==> src/rtl/dss_pkg.sv <==
// Package for the distinct sorted set: payload structs, cell link and command structs, defaults.
// No dependencies.
`timescale 1ns / 1ps

package dss_pkg;

    localparam int DSS_CAPACITY    = 32;
    localparam int DSS_VALUE_WIDTH = 32;
    localparam int DSS_PORT_WIDTH  = 32;

    typedef struct packed {
        logic signed [DSS_PORT_WIDTH-1:0] value;
        logic                             last;
    } t_dss_in;

    typedef struct packed {
        logic signed [DSS_PORT_WIDTH-1:0] value_res;
        logic                             last_res;
        logic                             overflow;
    } t_dss_out;

    // Status one cell hands to its right neighbor.
    typedef struct packed {
        logic vld;
        logic gt;
    } t_dss_link;

    // Commands broadcast to every cell.
    typedef struct packed {
        logic ins;
        logic pop;
    } t_dss_ctl;

endpackage

==> src/rtl/dss_cell.sv <==
// One storage cell of the sorted chain: holds a value, compares it with the new one.
// Depends on dss_pkg.
`timescale 1ns / 1ps

module dss_cell
    import dss_pkg::*;
#(
    parameter int VALUE_WIDTH = DSS_VALUE_WIDTH
) (
    input  logic                   i_clk,
    input  logic                   i_rst_n,
    input  t_dss_ctl               i_ctl,
    input  logic [VALUE_WIDTH-1:0] i_new,
    input  logic [VALUE_WIDTH-1:0] i_left_val,
    input  t_dss_link              i_left,
    input  logic [VALUE_WIDTH-1:0] i_right_val,
    input  logic                   i_right_vld,
    output logic [VALUE_WIDTH-1:0] o_val,
    output t_dss_link              o_link,
    output logic                   o_eq
);

    logic [VALUE_WIDTH-1:0] r_val;
    logic [VALUE_WIDTH-1:0] n_val;
    logic                   r_vld;
    logic                   n_vld;
    logic                   w_gt;

    assign w_gt = r_vld && ($signed(r_val) > $signed(i_new));
    assign o_eq = r_vld && (r_val == i_new);
    assign o_val = r_val;
    assign o_link = '{vld: r_vld, gt: w_gt};

    always_comb begin
        n_val = r_val;
        n_vld = r_vld;
        if (i_ctl.pop) begin
            // advance toward the output end
            n_val = i_right_val;
            n_vld = i_right_vld;
        end else if (i_ctl.ins) begin
            if (i_left.gt) begin
                // make room: take the left neighbor's value
                n_val = i_left_val;
                n_vld = 1'b1;
            end else if (i_left.vld && (w_gt || !r_vld)) begin
                n_val = i_new;
                n_vld = 1'b1;
            end
        end
    end

    always_ff @(posedge i_clk) begin
        r_val <= n_val;
    end

    always_ff @(posedge i_clk) begin
        if (!i_rst_n) begin
            r_vld <= 1'b0;
        end else begin
            r_vld <= n_vld;
        end
    end

endmodule

==> src/rtl/distinct_sorted_set.sv <==
// Top level of the distinct sorted set: chain of cells, drain control, output register.
// Depends on dss_pkg and dss_cell.
//
//   channel  dir  handshake                  payload
//   in       in   i_in_valid / o_in_ready    i_in_data  (t_dss_in)
//   out      out  o_out_valid / i_out_ready  o_out_data (t_dss_out)
//
// A value is taken while input is open: every cell compares against it at once and
// the chain shifts right by one from the insertion point.
// After a last value the chain drains one result per cycle from cell 0 unless the
// output register stalls, which holds the chain; input is held off meanwhile.
// Reset is synchronous, active low, and clears the valid bits and flags.
`timescale 1ns / 1ps

module distinct_sorted_set
    import dss_pkg::*;
#(
    parameter int CAPACITY    = DSS_CAPACITY,
    parameter int VALUE_WIDTH = DSS_VALUE_WIDTH
) (
    input  logic     i_clk,
    input  logic     i_rst_n,
    input  logic     i_in_valid,
    output logic     o_in_ready,
    input  t_dss_in  i_in_data,
    output logic     o_out_valid,
    input  logic     i_out_ready,
    output t_dss_out o_out_data
);

    logic [VALUE_WIDTH-1:0] w_new;
    logic [VALUE_WIDTH-1:0] w_val  [CAPACITY];
    t_dss_link              w_link [CAPACITY];
    logic [CAPACITY-1:0]    w_eq;
    t_dss_ctl               w_ctl;
    logic                   w_in_acc;
    logic                   w_dup;
    logic                   w_full;
    logic                   w_final;
    logic [DSS_PORT_WIDTH-1:0] w_res;

    logic     r_drain;
    logic     r_drop;
    logic     r_out_vld;
    t_dss_out r_out;

    // Port width to storage width and back, two's complement.
    generate
        if (VALUE_WIDTH <= DSS_PORT_WIDTH) begin : g_narrow
            assign w_new = i_in_data.value[VALUE_WIDTH-1:0];
            assign w_res = {{(DSS_PORT_WIDTH-VALUE_WIDTH+1){w_val[0][VALUE_WIDTH-1]}},
                            w_val[0][VALUE_WIDTH-2:0]};
        end else begin : g_wide
            assign w_new = {{(VALUE_WIDTH-DSS_PORT_WIDTH){i_in_data.value[DSS_PORT_WIDTH-1]}},
                            i_in_data.value};
            assign w_res = w_val[0][DSS_PORT_WIDTH-1:0];
        end
    endgenerate

    assign o_in_ready = !r_drain;
    assign w_in_acc   = i_in_valid && o_in_ready;
    assign w_dup      = |w_eq;
    assign w_full     = w_link[CAPACITY-1].vld;
    assign w_ctl.ins  = w_in_acc && !w_dup && !w_full;
    assign w_ctl.pop  = r_drain && (!r_out_vld || i_out_ready);
    assign w_final    = !w_link[1].vld;

    generate
        for (genvar i = 0; i < CAPACITY; i++) begin : g_cell
            logic [VALUE_WIDTH-1:0] w_lval;
            t_dss_link              w_lnk;
            logic [VALUE_WIDTH-1:0] w_rval;
            logic                   w_rvld;

            if (i == 0) begin : g_head
                assign w_lval = '0;
                assign w_lnk  = '{vld: 1'b1, gt: 1'b0};
            end else begin : g_body
                assign w_lval = w_val[i-1];
                assign w_lnk  = w_link[i-1];
            end

            if (i == CAPACITY - 1) begin : g_tail
                assign w_rval = '0;
                assign w_rvld = 1'b0;
            end else begin : g_mid
                assign w_rval = w_val[i+1];
                assign w_rvld = w_link[i+1].vld;
            end

            dss_cell #(
                .VALUE_WIDTH(VALUE_WIDTH)
            ) u_cell (
                .i_clk       (i_clk),
                .i_rst_n     (i_rst_n),
                .i_ctl       (w_ctl),
                .i_new       (w_new),
                .i_left_val  (w_lval),
                .i_left      (w_lnk),
                .i_right_val (w_rval),
                .i_right_vld (w_rvld),
                .o_val       (w_val[i]),
                .o_link      (w_link[i]),
                .o_eq        (w_eq[i])
            );
        end
    endgenerate

    always_ff @(posedge i_clk) begin
        if (!i_rst_n) begin
            r_drain   <= 1'b0;
            r_drop    <= 1'b0;
            r_out_vld <= 1'b0;
        end else begin
            if (w_in_acc && !w_dup && w_full) begin
                r_drop <= 1'b1;
            end
            if (w_in_acc && i_in_data.last) begin
                r_drain <= 1'b1;
            end
            if (w_ctl.pop) begin
                r_out_vld <= 1'b1;
                if (w_final) begin
                    // end of set: reopen input, clear the drop flag
                    r_drain <= 1'b0;
                    r_drop  <= 1'b0;
                end
            end else if (i_out_ready) begin
                r_out_vld <= 1'b0;
            end
        end
    end

    always_ff @(posedge i_clk) begin
        if (w_ctl.pop) begin
            r_out.value_res <= w_res;
            r_out.last_res  <= w_final;
            r_out.overflow  <= r_drop;
        end
    end

    assign o_out_valid = r_out_vld;
    assign o_out_data  = r_out;

endmodule

==> config.mk <==
export PLATFORM = sky130hd
export DESIGN_NAME = distinct_sorted_set
export DESIGN_NICKNAME = d
export VERILOG_FILES = /design/src/rtl/dss_pkg.sv /design/src/rtl/dss_cell.sv /design/src/rtl/distinct_sorted_set.sv
export SDC_FILE = /design/constraint.sdc
export NUM_CORES = 2
export LEC_CHECK = 0
export ABC_CLOCK_PERIOD_IN_PS = 9050
export CAP_MARGIN = 40
export CORE_UTILIZATION = 64
export DETAILED_ROUTE_END_ITERATION = 6
export DONT_BUFFER_PORTS = 1
export PLACE_DENSITY = 0.8
export REMOVE_ABC_BUFFERS = 1
export SETUP_SLACK_MARGIN = 0.3
export SYNTH_ARGS = -nofsm -noshare
export SYNTH_HDL_FRONTEND = slang
export SYNTH_SLANG_ARGS = --single-unit
==> constraint.sdc <==
create_clock -name i_clk -period 9.05 [get_ports i_clk]
set_input_delay 2.2625 -clock i_clk [delete_from_list [all_inputs] [get_ports i_clk]]
set_output_delay 2.2625 -clock i_clk [all_outputs]
set_load 0.02 [all_outputs]
==> metrics.txt <==
status finished with violations; Worst Clk Skew 0.0359 ns; post-route ant nets 0; Seq/Total Area, Yosys 41.1%; pin count of the biggest net entering global routing 199; Hold Path Stages 0; final period utilization 74.0%; post_cts resized 0; CTS Buffer Depth 3; drt wl/cell 28.2 um; Max Freq 149 MHz; std cell rows 127; worst skew pair latency 0.82 ns; RSZ-0062 raised after global routing false; Final Hold Viols 0; MaxCap Viol Count 0; final WL 265000 um; core area 0.121 mm^2; IO buf count 0; via count 69200; internal reg-to-reg setup slack 4.13 ns; Crit Reg-Reg Startpoint g_cell[0].u_cell.o_val[25]; post-synth cell types 86; CTS tree built; Crit. End Element flip-flop; die width 352 um; GRT overflow 0; Post-Syn Area 0.0783 mm^2; Final GP Congestion 1.01; Post-Synthesis Cells 7912; #FFs+latches synth 1093; Layout area overhead 8.78%; min Tclk post-route 6.69 ns; Starting Density 64.9%; violations in the final reports DRC; Primary FF master, synth edfxtp_1; # IOs 73; power after layout 16.0 mW; vias in the first global route 67800; Die Ht 352 um; initial antenna violation count 0; number of DRC markers in iteration 0 8885; Fin Setup TNS 0 ns; critical path data arrival time 7.20 ns; TritonRoute pass-1 iters 7; clock sinks 1093; Worst-Margin Slew 1.12 ns; Pwr Density 188 mW/mm^2; PnR worst setup slack 2.36 ns; Die ar. 0.124 mm^2; Clock transition at path regs 0.06 ns; Residual DRC 2; Yosys Warn Count 0; maximum VDD drop 0.250 mV; R2R depth 11; GR Util All Layers 42.3%; layout cell share with drive strength beyond 1 6.91%; max_slew headroom 25.2%; crit path max fanout 51; cts bufs inserted 131; hold_ws 0.518 ns; commonest non-fill, non-tap cell in the layout edfxtp_1; most frequent cells in the layout edfxtp_1 (1026), ha_1 (1024), nand2_1 (926); Slew Limit Fails 0; Critical R2R Capture g_cell[28].u_cell.o_val[10]; crit path capture g_cell[28].u_cell.o_val[10]; hold buffer count at cts 0; Place WS 1.71 ns; Worst Setup SP i_in_data[32]; first-pass GRT wire length 402000 um; postcts setup bufs 0; H-tree depth 4; Worst Hold Class reg2reg; DP HPWL 195000 um; Mean Syn Cell Area 9.89 um^2; final setup violation count 0; Setup crit start kind input pin; Placed Instances 9148; number of flops mapped to enable cells by yosys 1026; asr flop ratio synth 0%; critical path class in2reg; Clock Tree Root clkbuf_16; WP data required 9.55 ns; non-filler instance count after layout 9396; Via density 7.36; # nets final 8736; Leak 33.3 nW
## how the worst min path moves through the flow
stage	startpoint	endpoint	slack, ns
finish	g_cell[0].u_cell.o_val[21]	o_out_data[23]	0.52
global route	g_cell[0].u_cell.o_val[26]	o_out_data[28]	0.53
CTS	g_cell[0].u_cell.o_val[21]	o_out_data[23]	0.52
detailed placement	g_cell[0].u_cell.o_val[21]	o_out_data[23]	0.50
global placement	g_cell[19].u_cell.r_vld	g_cell[20].u_cell.r_vld	0.48
floorplan	r_drop	o_out_data[0]	0.41
## final cells by class
| class | count | area, um^2 |
|---|---|---|
| flip-flops and latches | 1093 | 32200 |
| clock inverters | 59 | 500 |
| inverters | 105 | 402 |
| diodes | 1 | 2.50 |
| repair buffers | 252 | 2860 |
| well taps | 1612 | 2020 |
| fillers | 8858 | 35500 |
| multi-input cells | 6092 | 43600 |
| clock buffers | 182 | 3570 |
## logic make-up (layout without fill, tap and decap cells)
| family | Yosys count | count (layout) | share of synthesized area [%] |
|---|---|---|---|
| flip-flops | 1093 | 1093 | 41.1 |
| other | 0 | 1 | 0 |
| multiplexers | 356 | 356 | 4.56 |
| XOR/XNOR | 2 | 2 | 0.0224 |
| buffers and inverters | 727 | 598 | 3.76 |
| AO/OA/AOI/OAI | 2294 | 2294 | 19.7 |
| AND/OR/NAND/NOR | 2416 | 2416 | 14.5 |
| adder cells (fa/ha/maj) | 1024 | 1024 | 16.4 |
## registers in the layout, summed over array words and instances (netlist names)
signal,flops
g_cell.u_cell.o_val,1024
o_out_data,34
g_cell.u_cell.r_vld,32
r_drain,1
r_drop,1
o_out_valid,1
## cells in the mapped netlist, drive strengths merged (63+ instances only)
cell	count	area, um^2
edfxtp	1026	30800
ha	1024	12800
nand2	927	3480
o211ai	640	4820
a21oi	554	2790
nand3	510	2550
clkbuf	487	1830
nor2	354	1330
mux2i	349	3490
o21ai	319	1600
nand4	305	1910
a31oi	181	1130
o2111ai	175	1530
a21o	161	1210
buf	135	723
inv	105	394
a211oi	84	746
dfxtp	67	1340
nor3	63	320
## power by group
group          leakage (nW)  switching (mW)  internal (mW)
combinational          21.2            2.52           1.42
clock                  1.99            2.26           2.94
sequential             10.1           0.545           6.33
## through the flow
step / cell area [um^2] / util (%)
2_1_floorplan: 75700 / -
4_1_cts: 85100 / 70.5
3_5_place_dp: 81000 / 67.2
3_3_place_gp: 79700 / 66.1
6_report: 85100 / 70.6
5_1_grt: 85100 / 70.6
## layer usage
layer / vias up / track usage, % / share of wire, %
met4: 0 / 33.4 / 8.8
met5: - / 0 / 0
li1: 30500 / - / -
met2: 4618 / 68.3 / 46
met1: 32800 / 49.7 / 35
met3: 1200 / 7.86 / 10
## critical path, cell delays in order
cell and delay, ns:
inv_1 0.54, buf_4 0.38, ha_1 0.34, nand4_1 0.20, nor4_1 0.14, nand3_1 0.40
o2111a_1 0.28, nand3_1 0.22, nor4_4 0.45, buf_4 0.63, a21oi_1 0.21, a31oi_4 0.78
buf_4 0.29
Power figures use the tool's default switching activity.
